$ cat src/design/tpst_pkg.sv
// Package with the shared types and codes of the tile parameter stream tracker.
`timescale 1ns / 1ps

package tpst_pkg;

    // Frame states, as they appear on the result channel.
    localparam logic [2:0] ST_IDLE  = 3'd0;
    localparam logic [2:0] ST_V32   = 3'd1;
    localparam logic [2:0] ST_V64   = 3'd2;
    localparam logic [2:0] ST_MOD   = 3'd3;
    localparam logic [2:0] ST_H2V32 = 3'd4;
    localparam logic [2:0] ST_H2V64 = 3'd5;
    localparam logic [2:0] ST_V64H  = 3'd6;
    localparam logic [2:0] ST_MODH  = 3'd7;

    // Parameter type codes of the control word.
    localparam logic [2:0] PT_END_LIST = 3'd0;
    localparam logic [2:0] PT_CLIP     = 3'd1;
    localparam logic [2:0] PT_LIST_SET = 3'd2;
    localparam logic [2:0] PT_POLYGON  = 3'd4;
    localparam logic [2:0] PT_SPRITE   = 3'd5;
    localparam logic [2:0] PT_VERTEX   = 3'd7;

    // List codes.
    localparam logic [2:0] LIST_MAX  = 3'd4;
    localparam logic [2:0] LIST_NONE = 3'd7;

    localparam int TDATA_IN_W  = 16;
    localparam int TDATA_OUT_W = 16;

    typedef struct packed {
        logic       func;
        logic [2:0] para_type;
        logic [2:0] list_type;
        logic       textured_flag;
        logic       offset_flag;
        logic [1:0] color_type;
        logic       two_volume_flag;
    } item_t;

    typedef struct packed {
        logic [2:0] open_list;
        logic [2:0] frame_state;
    } track_state_t;

    typedef struct packed {
        logic [2:0] frame_state;
        logic       list_end_valid;
        logic [2:0] list_end_type;
        logic       invalid_param;
        logic       list_error;
    } result_t;

    localparam track_state_t STATE_RESET = '{open_list: LIST_NONE, frame_state: ST_IDLE};

endpackage

$ cat src/design/tpst_state_mem.sv
// One-entry state memory with a registered read port and a valid bit for the reset value.
`timescale 1ns / 1ps

module tpst_state_mem (
    input  logic                   aclk,
    input  logic                   aresetn,
    input  logic                   rd_en,
    input  logic                   wr_en,
    input  tpst_pkg::track_state_t wr_data,
    output tpst_pkg::track_state_t rd_data
);

    tpst_pkg::track_state_t mem_reg [0:0];
    tpst_pkg::track_state_t rd_data_reg;
    logic                   valid_reg;

    always_ff @(posedge aclk) begin
        if (wr_en) begin
            mem_reg[0] <= wr_data;
        end
    end

    always_ff @(posedge aclk) begin
        if (!aresetn) begin
            valid_reg <= 1'b0;
        end else if (wr_en) begin
            valid_reg <= 1'b1;
        end
    end

    // An entry never written reads as the reset state.
    always_ff @(posedge aclk) begin
        if (rd_en) begin
            rd_data_reg <= valid_reg ? mem_reg[0] : tpst_pkg::STATE_RESET;
        end
    end

    assign rd_data = rd_data_reg;

endmodule

$ cat src/design/tpst_next.sv
// Next-state and flag logic for one parameter block.
`timescale 1ns / 1ps

module tpst_next (
    input  tpst_pkg::item_t        item,
    input  tpst_pkg::track_state_t cur,
    output tpst_pkg::track_state_t nxt,
    output tpst_pkg::result_t      res
);

    function automatic logic [2:0] header_next(input logic tex, input logic off,
                                               input logic [1:0] col, input logic vol);
        logic h64;
        logic v64;
        if (!vol) begin
            h64 = (col == 2'd2) && tex && off;
            v64 = tex && (col == 2'd1);
        end else begin
            h64 = (col == 2'd1) || (col == 2'd2);
            v64 = tex && (col != 2'd1);
        end
        if (h64) begin
            header_next = v64 ? tpst_pkg::ST_H2V64 : tpst_pkg::ST_H2V32;
        end else begin
            header_next = v64 ? tpst_pkg::ST_V64 : tpst_pkg::ST_V32;
        end
    endfunction

    logic [2:0] list_sel;
    logic [2:0] hdr_state;

    assign list_sel  = (cur.open_list == tpst_pkg::LIST_NONE) ? item.list_type : cur.open_list;
    assign hdr_state = header_next(item.textured_flag, item.offset_flag,
                                   item.color_type, item.two_volume_flag);

    always_comb begin
        nxt                = cur;
        res.list_end_valid = 1'b0;
        res.list_end_type  = 3'd0;
        res.invalid_param  = 1'b0;
        res.list_error     = 1'b0;
        if (item.func) begin
            nxt.frame_state = tpst_pkg::ST_IDLE;
        end else begin
            case (cur.frame_state)
                tpst_pkg::ST_H2V32: begin
                    nxt.frame_state = tpst_pkg::ST_V32;
                end
                tpst_pkg::ST_H2V64, tpst_pkg::ST_V64H: begin
                    nxt.frame_state = tpst_pkg::ST_V64;
                end
                tpst_pkg::ST_MODH: begin
                    nxt.frame_state = tpst_pkg::ST_MOD;
                end
                default: begin
                    case (item.para_type)
                        tpst_pkg::PT_END_LIST: begin
                            if (list_sel <= tpst_pkg::LIST_MAX) begin
                                res.list_end_valid = 1'b1;
                                res.list_end_type  = list_sel;
                            end else begin
                                res.list_error = 1'b1;
                            end
                            nxt.open_list   = tpst_pkg::LIST_NONE;
                            nxt.frame_state = tpst_pkg::ST_IDLE;
                        end
                        tpst_pkg::PT_CLIP, tpst_pkg::PT_LIST_SET: begin
                            nxt.frame_state = cur.frame_state;
                        end
                        tpst_pkg::PT_POLYGON: begin
                            if (cur.frame_state == tpst_pkg::ST_IDLE) begin
                                nxt.open_list = list_sel;
                                // Odd list codes are modifier lists.
                                nxt.frame_state = list_sel[0] ? tpst_pkg::ST_MOD : hdr_state;
                            end else if (cur.frame_state == tpst_pkg::ST_MOD) begin
                                nxt.frame_state = tpst_pkg::ST_MOD;
                            end else begin
                                nxt.frame_state = hdr_state;
                            end
                        end
                        tpst_pkg::PT_SPRITE: begin
                            if (cur.frame_state == tpst_pkg::ST_MOD) begin
                                res.invalid_param = 1'b1;
                            end else begin
                                if (cur.frame_state == tpst_pkg::ST_IDLE) begin
                                    nxt.open_list  = list_sel;
                                    res.list_error = list_sel[0];
                                end
                                nxt.frame_state = tpst_pkg::ST_V64;
                            end
                        end
                        tpst_pkg::PT_VERTEX: begin
                            case (cur.frame_state)
                                tpst_pkg::ST_V32: nxt.frame_state = tpst_pkg::ST_V32;
                                tpst_pkg::ST_V64: nxt.frame_state = tpst_pkg::ST_V64H;
                                tpst_pkg::ST_MOD: nxt.frame_state = tpst_pkg::ST_MODH;
                                default:          res.invalid_param = 1'b1;
                            endcase
                        end
                        default: begin
                            res.invalid_param = 1'b1;
                        end
                    endcase
                end
            endcase
        end
        res.frame_state = nxt.frame_state;
    end

endmodule

$ cat src/design/tile_param_stream_tracker.sv
// Top level of the tile parameter stream tracker: read stage, update stage and result register.
//
//   Channel | Direction | Ports                        | Contents
//   s_      | in        | s_tvalid s_tready s_tdata    | one 32-byte block or control transfer
//           |           | s_tuser                      |
//   m_      | out       | m_tvalid m_tready m_tdata    | one result per input transfer
//
// One transfer is accepted per cycle while m_ does not stall; each passes the update stage, then the result register.
// The rate is set by the read-modify-write of the state memory, with the
// value written in the same cycle as a read forwarded to the following block.
// Reset is synchronous; the state then reads as idle with no list open.
// A stall on m_ holds the result register and an occupied update stage, and s_tready then falls.
`timescale 1ns / 1ps

module tile_param_stream_tracker (
    input  logic                             aclk,
    input  logic                             aresetn,
    input  logic                             s_tvalid,
    output logic                             s_tready,
    // [2:0] para_type, [5:3] list_type, [6] textured_flag, [7] offset_flag,
    // [9:8] color_type, [10] two_volume_flag, [15:11] zero
    input  logic [tpst_pkg::TDATA_IN_W-1:0]  s_tdata,
    // [0] func
    input  logic                             s_tuser,
    output logic                             m_tvalid,
    input  logic                             m_tready,
    // [2:0] frame_state, [3] list_end_valid, [6:4] list_end_type, [7] invalid_param,
    // [8] list_error, [15:9] zero
    output logic [tpst_pkg::TDATA_OUT_W-1:0] m_tdata
);

    tpst_pkg::item_t        in_item;
    tpst_pkg::item_t        s1_item_reg;
    logic                   s1_vld_reg;
    logic                   out_vld_reg;
    tpst_pkg::result_t      out_res_reg;
    tpst_pkg::result_t      upd_res;
    tpst_pkg::track_state_t mem_rd;
    tpst_pkg::track_state_t cur_state;
    tpst_pkg::track_state_t upd_state;
    tpst_pkg::track_state_t fwd_data_reg;
    logic                   fwd_reg;
    logic                   advance;
    logic                   in_accept;
    logic                   wr_en;

    assign in_item = '{func:            s_tuser,
                       para_type:       s_tdata[2:0],
                       list_type:       s_tdata[5:3],
                       textured_flag:   s_tdata[6],
                       offset_flag:     s_tdata[7],
                       color_type:      s_tdata[9:8],
                       two_volume_flag: s_tdata[10]};

    assign advance   = !out_vld_reg || m_tready;
    assign s_tready  = !s1_vld_reg || advance;
    assign in_accept = s_tvalid && s_tready;
    assign wr_en     = s1_vld_reg && advance;

    tpst_state_mem u_state_mem (
        .aclk    (aclk),
        .aresetn (aresetn),
        .rd_en   (in_accept),
        .wr_en   (wr_en),
        .wr_data (upd_state),
        .rd_data (mem_rd)
    );

    // A write in the same cycle as the read is not yet in the read data, so it is kept aside.
    always_ff @(posedge aclk) begin
        if (in_accept) begin
            fwd_reg      <= wr_en;
            fwd_data_reg <= upd_state;
        end
    end

    assign cur_state = fwd_reg ? fwd_data_reg : mem_rd;

    tpst_next u_next (
        .item (s1_item_reg),
        .cur  (cur_state),
        .nxt  (upd_state),
        .res  (upd_res)
    );

    always_ff @(posedge aclk) begin
        if (!aresetn) begin
            s1_vld_reg  <= 1'b0;
            out_vld_reg <= 1'b0;
        end else begin
            if (s_tready) begin
                s1_vld_reg <= s_tvalid;
            end
            if (advance) begin
                out_vld_reg <= s1_vld_reg;
            end
        end
    end

    always_ff @(posedge aclk) begin
        if (in_accept) begin
            s1_item_reg <= in_item;
        end
        if (wr_en) begin
            out_res_reg <= upd_res;
        end
    end

    assign m_tvalid = out_vld_reg;
    assign m_tdata  = {7'd0,
                       out_res_reg.list_error,
                       out_res_reg.invalid_param,
                       out_res_reg.list_end_type,
                       out_res_reg.list_end_valid,
                       out_res_reg.frame_state};

endmodule
$ cat config.mk
export PLATFORM = sky130hd
export DESIGN_NAME = tile_param_stream_tracker
export DESIGN_NICKNAME = d
export VERILOG_FILES = /design/src/design/tpst_pkg.sv /design/src/design/tpst_state_mem.sv /design/src/design/tpst_next.sv /design/src/design/tile_param_stream_tracker.sv
export SDC_FILE = /design/constraint.sdc
export NUM_CORES = 1
export LEC_CHECK = 0
export ABC_AREA = 1
export ABC_CLOCK_PERIOD_IN_PS = 1600
export BUFFER_PORTS_ARGS = -buffer_cell sky130_fd_sc_hd__buf_2
export CAP_MARGIN = 20
export CORE_MARGIN = 1
export CORE_UTILIZATION = 40
export CTS_BUF_LIST = sky130_fd_sc_hd__clkbuf_8
export DETAILED_ROUTE_END_ITERATION = 10
export SLEW_MARGIN = 25
export SYNTH_ARGS = -nofsm -noshare
export SYNTH_HDL_FRONTEND = slang
export SYNTH_SLANG_ARGS = --single-unit
$ cat constraint.sdc
create_clock -name aclk -period 1.6 [get_ports aclk]
set_input_delay 0.32 -clock aclk [delete_from_list [all_inputs] [get_ports aclk]]
set_output_delay 0.32 -clock aclk [all_outputs]
set_load 0.02 [all_outputs]
==> results.md, run 1 <==
- CTS tree: yes
- Setup TNS Final: -0.634 ns
- Max Buffers Root-to-Sink: 2
- Yosys reg bits: 40
- Clk_lat worst skew: 0.29 ns
- Vias in the first global route: 1,171
- Via density: 4.41
- Slowest cell delay on critical path: 0.39 ns
- First DRT Iteration DRCs: 59
- Die Ht: 73.1 um
- MaxCap Viol Count: 0
- Leakage Power: 1.15 nW
- Ant. Diodes: 0
- Global-route usage over all layers: 0.133
- Synthesis-to-finish area growth: 31.2%
- Status: finished, violations left
- Gpl congestion: 0.819
- Top post-synthesis cells by area: edfxtp_1, inv_1, nand2_1
- Pin count of the biggest net entering global routing: 26
- Synth area leader: edfxtp_1
- Fraction of layout cells with a size suffix above 1: 0.426
- Failing checks: negative setup slack
- Commonest non-fill, non-tap cell in the layout: edfxtp_1
- Post-synthesis mux area share: 0
- Final instance count without filler cells: 316
- Synth Area in Simple Gates: 0.224
- Crit path max-delay cell type: edfxtp_1
- Yosys cell types: 30
- Worst reg-to-reg path cell count: 15
- Total Die Area: 5340 um2
- Synth top area share: 0.550
- IO Pins: 39
- Detailed Route WL: 3.46 mm
- IO Port Bufs: 26
- CP Cell Sequence: inv_1 -> ha_1 -> nand3_1 -> nand2_1 -> o21a_1 -> inv_1 -> ha_1 -> inv_1 -> nand2_1 -> inv_1 -> nand2_1 -> nand2_1 -> nand3_1 -> nand2_1 -> inv_1
- RSZ-0062 raised after global routing: true
- Delay-heaviest family, CP: adder cells
- # clock sinks: 40
- Crit Path Class: reg2reg
- PwrDens: 874 nW/um2
- Largest fanout on the critical path: 2
- CP Data Arrival Time: 1.86 ns
- Hold Buf Count CTS: 0
- Worst EP required: 1.65 ns
- Multi-input gate area in the final layout: 858 um2
- Hold crit path type: in2reg
- Mapped Cells: 199
- Worst-case clock skew: 0.00619 ns
- Fillers: 413
- TritonCTS buffer count: 5
- Worst path bufs/invs: 5
- Achievable frequency: 552 MHz
- Compound-Gate Fraction of Synth Area: 0.0632
- Crit path launch type: flop
- Initial Util: 0.422
- Most frequent cells in the layout: edfxtp_1, inv_1, nand2_1, buf_2, buf_4
- Total Nets Final: 272
- Mapped Area: 2020 um2
- Clock transition at path regs: 0.07 ns
- Die width: 73.1 um
- Hpwl dp: 2.27 mm
- First-pass GRT wire length: 5.18 mm
- Core area: 4790 um2
- Placed Instances: 303
- Max reg flops: 12
- Routed WL per cell: 10.9 um
- Register area: 1170 um2
- Post-Synth XOR/XNOR Area: 0
- Initial antenna violation count: 0
- Setup WS post-layout: -0.211 ns
- Ys Warns: 0
- Hold depth: 1
- Final min period: 1.81 ns
- Final Hold Fails: 0
- Final setup viols: 8
- Critical Path End Type: flop
- Root buf cell: clkbuf_8
- Tcrit/Tclk final: 1.13
- DR DRC count: 0
- 1st-pass router iterations: 5
- Synth Area in Adders: 0.0186
- CTS H-Tree Depth: 2
- Grt ovf: 0
- Fin. max-slew vios: 0
- Sequential share of the synthesized area: 0.580
- Syn_area_per_cell: 10.2 um2
- Row cnt: 25
- Maximum VDD drop: 0.416 mV
- Routed vias: 1,395
- Antenna Nets Post-Route: 0
- Largest family of logic cells by synthesized area: simple AND/OR/NAND/NOR gates
- Crit. path cell count: 15
-- synth_stat cells --
library cell  count
nor3_1            2
inv_1            33
nand2_1          33
conb_1            1
nand3_1           8
or2_2             4
dfxtp_1           3
o21bai_1          1
nor2_8            1
o21a_1            1
nand2_2           8
nor2_2            3
nand2_4           3
o21ai_2           1
o21ai_0           5
a31oi_1           1
a211oi_1          1
inv_8             1
nand4_2           1
nand3_2           3
nor2_1           17
edfxtp_1         37
ha_1              3
buf_4            10
inv_2             2
a21oi_1          11
buf_6             1
o21ai_1           2
nor4_1            1
nand3_4           1
-- kinds of logic (layout without fill, tap and decap cells) --
kind of cell / Yosys count / in the layout
other cells: 1 / 7
fa+ha+maj: 3 / 3
buf+inv: 47 / 91
compound gates: 23 / 23
simple gates: 85 / 85
flops: 40 / 40
-- metal layers --
layer	GRT usage	vias up	wire length [um]
met4	0.0654	0	74
met5	0	-	0
met1	0.167	626	1510
met2	0.205	34	1720
met3	0.0428	8	162
li1	-	727	-
-- final timing paths --
check | from | to | slack [ns]
setup / recovery | s1_item_reg[1]$_DFFE_PP_ | fwd_data_reg[0]$_DFFE_PP_ | -0.21
hold / removal | s_tdata[3] | s1_item_reg[5]$_DFFE_PP_ | 0.20
setup reg to reg | s1_item_reg[1]$_DFFE_PP_ | fwd_data_reg[0]$_DFFE_PP_ | -0.21
hold reg to reg | u_state_mem.mem_reg[0][3]$_DFFE_PP_ | u_state_mem.rd_data[3]$_SDFFCE_PN1P_ | 0.51
-- cell type report --
cell class,count,share of cell area
timing repair buffer,47,0.113
tap,67,0.0316
clock buffer,5,0.0260
inverter,36,0.0599
sequential,40,0.442
clock inverter,3,0.00425
multi-input combinational,118,0.324
-- what timing repair did --
action	CTS	global route
endpoints found under the setup margin	15	18
resized for setup	12	44
buffers inserted	1	6
gates cloned	0	0
pin swaps	1	13
-- stage by stage --
step,instance area (um2),total power [mW],setup WS (ns),utilization,hold slack [ns]
2_1_floorplan,2050,1.51,-0.104,-,0.419
3_3_place_gp,2300,1.61,-0.174,0.481,0.488
3_5_place_dp,2300,1.61,-0.202,0.481,0.494
4_1_cts,2420,2.24,-0.212,0.507,0.193
5_1_grt,2650,2.42,-0.363,0.554,0.193
6_report,2650,2.32,-0.211,0.554,0.197
-- where the power goes --
| group | switching [mW] | leakage (nW) | total (mW) | internal (mW) |
|---|---|---|---|---|
| clock network | 0.321 | 0.0482 | 0.612 | 0.290 |
| logic | 0.279 | 0.717 | 0.460 | 0.180 |
| registers | 0.0314 | 0.382 | 1.24 | 1.21 |
Note: power is estimated with default switching activity, not from simulation.
==> run 2: changes to the inputs <==
--- a/config.mk
+++ b/config.mk
@@ -6,7 +6,7 @@
 export NUM_CORES = 1
 export LEC_CHECK = 0
 export ABC_AREA = 1
-export ABC_CLOCK_PERIOD_IN_PS = 1600
+export ABC_CLOCK_PERIOD_IN_PS = 1800
 export BUFFER_PORTS_ARGS = -buffer_cell sky130_fd_sc_hd__buf_2
 export CAP_MARGIN = 20
 export CORE_MARGIN = 1
==> constraint.sdc (replaced) <==
create_clock -name aclk -period 1.8 [get_ports aclk]
set_input_delay 0.36 -clock aclk [delete_from_list [all_inputs] [get_ports aclk]]
set_output_delay 0.36 -clock aclk [all_outputs]
set_load 0.02 [all_outputs]
==> run 2 against run 1 <==
  * Via count decreased by 7.9%
  * Critical path depth decreased by 1
  * Largest power group unchanged
  * Total power decreased by 13%
  * Non-clock buffer count decreased by 15
  * Highest routed layer unchanged
  * The run now ends clean
==> results.md, run 2 (synthesized netlist as in run 1, its figures left out) <==
- MaxCap Viol Count: 0 (unchanged)
- Final Hold Fails: 0 (unchanged)
- Placed cell area: 2210 um2 (-4.1%)
- Initial Util: 0.422 (unchanged)
- R2r setup slk: 0.007 ns (+0.22 ns)
- Most frequent cells in the layout: edfxtp_1, inv_1, nand2_1
- First-pass GRT wire length: 4.89 mm (-5.7%)
- Switching share of power: 0.247 (-0.0261)
- Hold depth: 1 (unchanged)
- Maximum VDD drop: 0.540 mV (+30%)
- Synthesis-to-finish area growth: 15.2%
- Via density: 4.27 (-3.3%)
- Max reg flops: 12 (unchanged)
- Detailed Route WL: 3.05 mm (-12%)
- Total Nets Final: 257 (-5.5%)
- Worst Hold Path EP: s1_item_reg[6]$_DFFE_PP_
- WHS: 0.239 ns (+0.0414 ns)
- Final setup viols: 0 (-8)
- # clock sinks: 40 (unchanged)
- Largest fanout on the critical path: 2 (unchanged)
- Achievable frequency: 558 MHz (+1.0%)
- RSZ-0062 raised after global routing: true
- Crit Path Class: reg2reg
- Clock transition at path regs: 0.07 ns (about the same)
- PwrDens: 867 nW/um2 (-0.74%)
- 1st-pass router iterations: 4 (-1)
- CTS H-Tree Depth: 2 (unchanged)
- Hold Buf Count CTS: 0 (unchanged)
- Max Buffers Root-to-Sink: 2 (unchanged)
- Antenna Nets Post-Route: 0 (unchanged)
- DR DRC count: 0 (unchanged)
- Core area: 4790 um2 (unchanged)
- Post-route cell area: 2330 um2 (-12%)
- Global-route usage over all layers: 0.126 (-0.00618)
- Grt ovf: 0 (unchanged)
- Status: completed
- Ant. Diodes: 0 (unchanged)
- Routed WL per cell: 10.1 um (-7.3%)
- TritonCTS buffer count: 5 (unchanged)
- IO Port Bufs: 26 (unchanged)
- Die width: 73.1 um (unchanged)
- Pin count of the biggest net entering global routing: 26 (unchanged)
- Tcrit/Tclk final: 0.996 (-0.136)
- Clk_lat worst skew: 0.29 ns (about the same)
- CTS tree: yes
- Fraction of layout cells with a size suffix above 1: 0.286 (-0.139)
- Routed vias: 1,285 (-7.9%)
- Vias in the first global route: 1,124 (-4.0%)
- Worst EP required: 1.86 ns (+0.21 ns)
- Gpl congestion: 0.840 (+2.5%)
- Internal: 1.52 mW (-9.7%)
- Final min period: 1.79 ns (-0.0183 ns)
- Root buf cell: clkbuf_8
- Hpwl dp: 2.24 mm (-1.6%)
- Sw Pwr: 0.498 mW (-21%)
- IO Pins: 39 (unchanged)
- Initial antenna violation count: 0 (unchanged)
- CP Data Arrival Time: 1.85 ns (about the same)
- First DRT Iteration DRCs: 52 (-12%)
- Hold crit path type: in2reg
- Reg2reg end: fwd_data_reg[0]$_DFFE_PP_
- Clock Power Share: 0.314 (+0.050)
- Critical Path End Type: flop
- Min-delay src: s_tdata[4]
- Worst-case clock skew: 0.00766 ns (+0.00147 ns)
- R2r startpoint: s1_item_reg[1]$_DFFE_PP_
- Commonest non-fill, non-tap cell in the layout: edfxtp_1
- Comb pwr share: 0.141 (-0.058)
- Row cnt: 25 (unchanged)
- Die Ht: 73.1 um (unchanged)
- Leakage Power: 1.06 nW (-7.3%)
- Fin. max-slew vios: 0 (unchanged)
- Total Die Area: 5340 um2 (unchanged)
- Sequential share of power: 0.545 (+0.008)
- Worst reg-to-reg path cell count: 14 (-1)
- Crit path launch type: flop
[run 2: critical path, stage by stage (launching register included)]
cell and delay, ns:
edfxtp_1 0.39, inv_1 0.08, ha_1 0.22, inv_1 0.05
o21a_1 0.12, inv_1 0.04, ha_1 0.26, inv_1 0.05
nand2_1 0.04, inv_1 0.05, nand2_1 0.04, nand2_1 0.05
nand3_1 0.07, nand2_1 0.06, inv_1 0.04
[run 2: worst max path at each step]
stage	start	end	slack (ns)	cells past startpoint
final	s1_item_reg[1]$_DFFE_PP_	fwd_data_reg[0]$_DFFE_PP_	0.007	14
after detailed placement	s1_item_reg[1]$_DFFE_PP_	m_tdata[0]$_DFFE_PP_	-0.008	14
after global placement	s1_item_reg[1]$_DFFE_PP_	m_tdata[0]$_DFFE_PP_	-0.0005	14
after CTS	s1_item_reg[1]$_DFFE_PP_	m_tdata[0]$_DFFE_PP_	-0.02	14
after global routing	s1_item_reg[1]$_DFFE_PP_	fwd_data_reg[0]$_DFFE_PP_	-0.15	14
after floorplan	s1_item_reg[1]$_DFFE_PP_	fwd_data_reg[0]$_DFFE_PP_	0.1	14
[run 2: per-stage QoR]
step / std cells / worst slack (ns) / util / total power, mW / setup TNS [ns]
after floorplan: 205 / 0.0964 / - / 1.34 / 0
final: 301 / 0.00703 / 0.487 / 2.02 / 0
after detailed placement: 290 / -0.00812 / 0.461 / 1.40 / -0.0162
after global placement: 290 / -0.000516 / 0.461 / 1.40 / -0.00101
after CTS: 299 / -0.0166 / 0.483 / 2.04 / -0.0332
after global routing: 301 / -0.151 / 0.487 / 2.11 / -0.301
[run 2: timing repair]
action,4_1_cts,5_1_grt
gates resized for setup,0,1
setup buffers,1,2
endpoints found under the setup margin,2,18
[run 2: power by group through the flow]
| stage | sequential (mW) | combinational [mW] | clock [mW] |
|---|---|---|---|
| after floorplan | 1.13 | 0.216 | 0 |
| after global placement | 1.13 | 0.270 | 0 |
| after detailed placement | 1.13 | 0.273 | 0 |
| after CTS | 1.11 | 0.277 | 0.655 |
| after global routing | 1.11 | 0.318 | 0.687 |
| final | 1.10 | 0.284 | 0.634 |
[run 2: cell type report]
cell class	instances	area [um2]
flip-flops and latches	40	1170
well taps	67	83.8
inverters	36	143
multi-input cells	118	643
repair buffers	32	188
clock inverters	1	3.75
clock buffers	7	96.3
fillers	459	2460
[run 2: per-layer routing]
metal / vias up / part of all wire / GRT usage
met5: - / 0 / 0
met4: 0 / 0.019 / 0.0588
met3: 6 / 0.037 / 0.0428
met2: 25 / 0.47 / 0.205
met1: 555 / 0.48 / 0.151
li1: 699 / - / -
==> run 3: changes to the inputs <==
--- a/config.mk
+++ b/config.mk
@@ -13,6 +13,7 @@
 export CORE_UTILIZATION = 40
 export CTS_BUF_LIST = sky130_fd_sc_hd__clkbuf_8
 export DETAILED_ROUTE_END_ITERATION = 10
+export RECOVER_POWER = 100
 export SLEW_MARGIN = 25
 export SYNTH_ARGS = -nofsm -noshare
 export SYNTH_HDL_FRONTEND = slang
==> run 3 against run 2 <==
  * First-iteration DRC count rose by 1.9%
  * Non-clock buffer count did not move
  * Maximum frequency fell by 0.12%
  * Global-route usage did not move
  * Critical path depth did not move
  * Cell area fell by 1.5%
  * Largest power group unchanged
  * Critical path type unchanged
  * Core utilization fell by 0.73 points
  * Clock power barely moved
  * Highest routed layer unchanged
  * Worst hold slack barely moved
  * Register-to-register slack barely moved
  * Worst setup slack got worse by 0.0022 ns
  * Sequential power barely moved
==> results.md, run 3 (synthesized netlist as in run 1, its figures left out) <==
- Commonest non-fill, non-tap cell in the layout: edfxtp_1
- WHS: 0.239 ns (+0.0000930 ns)
- Most frequent cells in the layout: edfxtp_1, inv_1, nand2_1
- Crit path from: s1_item_reg[1]$_DFFE_PP_
- Achievable frequency: 557 MHz (-0.12%)
- Top cell by count, worst path: inv_1
- Slew headroom: 0.458
- Die Ht: 73.1 um (unchanged)
- Final setup viols: 0 (unchanged)
- Leakage Power: 1.02 nW (-3.9%)
- Placed cell area: 2210 um2 (unchanged)
- Fin. max-slew vios: 0 (unchanged)
- Total Nets Final: 257 (unchanged)
- Ant. Diodes: 0 (unchanged)
- Multi-input gate area in the final layout: 641 um2 (-0.39%)
- Sw Pwr: 0.498 mW (-0.17%)
- Grt ovf: 0 (unchanged)
- First-pass GRT wire length: 4.89 mm (unchanged)
- Post-route cell area: 2290 um2 (-1.5%)
- Metal1 wirelength: 1.46 mm (about the same)
- Crit Path Class: reg2reg
- Crit path max-delay cell type: edfxtp_1
- Worst EP required: 1.86 ns (about the same)
- Critical Path End: fwd_data_reg[0]$_DFFE_PP_
- Reg2reg end: fwd_data_reg[0]$_DFFE_PP_
- Setup TNS Final: 0 ns (unchanged)
- Die width: 73.1 um (unchanged)
- Switching share of power: 0.247 (+0.000638)
- First DRT Iteration DRCs: 53 (+1.9%)
- Gpl congestion: 0.840 (unchanged)
- Clock transition at path regs: 0.07 ns (about the same)
- Routed vias: 1,288 (+0.23%)
- Sequential share of power: 0.548 (+0.003)
- Core area: 4790 um2 (unchanged)
- PwrDens: 877 nW/um2 (+1.1%)
- DR DRC count: 0 (unchanged)
- CP Data Arrival Time: 1.85 ns (about the same)
- TritonCTS buffer count: 5 (unchanged)
- Global-route usage over all layers: 0.126 (unchanged)
- Max Buffers Root-to-Sink: 2 (unchanged)
- 1st-pass router iterations: 4 (unchanged)
- Status: completed
- Final Hold Fails: 0 (unchanged)
- Routed WL per cell: 10.1 um (unchanged)
- CTS tree: yes
- Hold crit path type: in2reg
- IO Port Bufs: 26 (unchanged)
- Antenna Nets Post-Route: 0 (unchanged)
- DR WL met3: 114 um (+0.88%)
- Critical Path End Type: flop
- # clock sinks: 40 (unchanged)
- Clock Power Share: 0.315 (about the same)
- Internal: 1.51 mW (-0.51%)
- Root buf cell: clkbuf_8
- Comb pwr share: 0.136 (-0.005)
- Max reg flops: 12 (unchanged)
- Final min period: 1.80 ns (+0.00222 ns)
- Vias in the first global route: 1,124 (unchanged)
- Clk_lat worst skew: 0.29 ns (about the same)
- R2r setup slk: 0.005 ns (about the same)
- Maximum VDD drop: 0.540 mV (about the same)
- Top Layer Used: met4
- Power, Total: 2.01 mW (-0.42%)
- R2r startpoint: s1_item_reg[1]$_DFFE_PP_
- DR WL met2: 1.43 mm (unchanged)
- Detailed Route WL: 3.05 mm (unchanged)
- Fillers: 462 (+0.65%)
- Hpwl dp: 2.24 mm (unchanged)
- Initial antenna violation count: 0 (unchanged)
- Slowest cell delay on critical path: 0.39 ns (about the same)
- Worst reg-to-reg path cell count: 14 (unchanged)
- Via density: 4.28 (+0.23%)
- Fraction of layout cells with a size suffix above 1: 0.231 (-0.0556)
- Crit path launch type: flop
- Total Die Area: 5340 um2 (unchanged)
- Initial Util: 0.422 (unchanged)
- Largest fanout on the critical path: 2 (unchanged)
- Worst slew pin tran: 0.813 ns
- Pin count of the biggest net entering global routing: 26 (unchanged)
- CP Cell Sequence: inv_1 -> ha_1 -> inv_1 -> o21a_1 -> inv_1 -> ha_1 -> inv_1 -> nand2_1 -> inv_1 -> nand2_1 -> nand2_1 -> nand3_1 -> nand2_1 -> inv_1
- Row cnt: 25 (unchanged)
- Synthesis-to-finish area growth: 13.5%
- Tcrit/Tclk final: 0.997 (+0.00124)
- Worst-case clock skew: 0.00776 ns (+0.000103 ns)
- IO Pins: 39 (unchanged)
- MaxCap Viol Count: 0 (unchanged)
- CTS H-Tree Depth: 2 (unchanged)
- RSZ-0062 raised after global routing: true
- Register area: 1170 um2 (unchanged)
run 3: changes by cell type in the layout (fill, tap and decap cells not counted):
cell      delta
nand2_2      -1
clkbuf_2     +1
buf_12       -1
clkbuf_1    +12
buf_2       -11
buf_4        -1
nand2_1      +1
run 3: power groups by stage:
stage,registers [mW],logic [mW],clock network (mW)
4_1_cts,1.11,0.277,0.655
3_5_place_dp,1.13,0.273,0
5_1_grt,1.11,0.308,0.687
3_3_place_gp,1.13,0.270,0
6_report,1.10,0.274,0.634
2_1_floorplan,1.13,0.216,0
run 3: how the worst min path moves through the flow:
| stage | from | end | slack, ns | depth (start not counted) |
|---|---|---|---|---|
| after floorplan | s_tdata[10] | s1_item_reg[0]$_DFFE_PP_ | 0.46 | 0 |
| after global routing | s_tdata[3] | s1_item_reg[5]$_DFFE_PP_ | 0.22 | 1 |
| after CTS | s_tdata[3] | s1_item_reg[5]$_DFFE_PP_ | 0.23 | 1 |
| after global placement | u_state_mem.mem_reg[0][3]$_DFFE_PP_ | u_state_mem.rd_data[3]$_SDFFCE_PN1P_ | 0.49 | 1 |
| final | s_tdata[4] | s1_item_reg[6]$_DFFE_PP_ | 0.24 | 1 |
| after detailed placement | u_state_mem.mem_reg[0][4]$_DFFE_PP_ | u_state_mem.rd_data[4]$_SDFFCE_PN1P_ | 0.49 | 1 |
run 3: cell type report:
type / instances / share of cell area
Timing Repair Buffer: 32 / 0.0676
Clock buffer: 7 / 0.0420
Tap cell: 67 / 0.0366
Sequential cell: 40 / 0.511
Inverter: 36 / 0.0622
Clock inverter: 1 / 0.00164
Multi-Input combinational cell: 118 / 0.279
run 3: stage by stage:
stage / utilization / cells / setup WS (ns)
5_1_grt: 0.479 / 301 / -0.151
4_1_cts: 0.483 / 299 / -0.0166
6_report: 0.479 / 301 / 0.00480
3_3_place_gp: 0.461 / 290 / -0.000516
3_5_place_dp: 0.461 / 290 / -0.00812
2_1_floorplan: - / 205 / 0.0964
run 3: per-layer routing:
| metal | up-vias | GRT usage |
|---|---|---|
| met5 | - | 0 |
| li1 | 700 | - |
| met1 | 557 | 0.151 |
| met2 | 25 | 0.205 |
| met3 | 6 | 0.0428 |
| met4 | 0 | 0.0588 |
run 3: what timing repair did:
item | 4_1_cts | 5_1_grt
buffers inserted | 1 | 2
resized for setup | 0 | 1
endpoints found under the hold margin | 0 | 0
setup endpoints to repair | 2 | 18
hold buffers | 0 | 0
run 3: worst max-delay path: cells and delay by family, from the launching register on:
family / cells / cell delay (ns)
and+or+nand+nor: 5 / 0.26
DFF: 1 / 0.39
buffers and inverters: 6 / 0.31
AOI/OAI and AO/OA: 1 / 0.12
adders and majority gates: 2 / 0.48
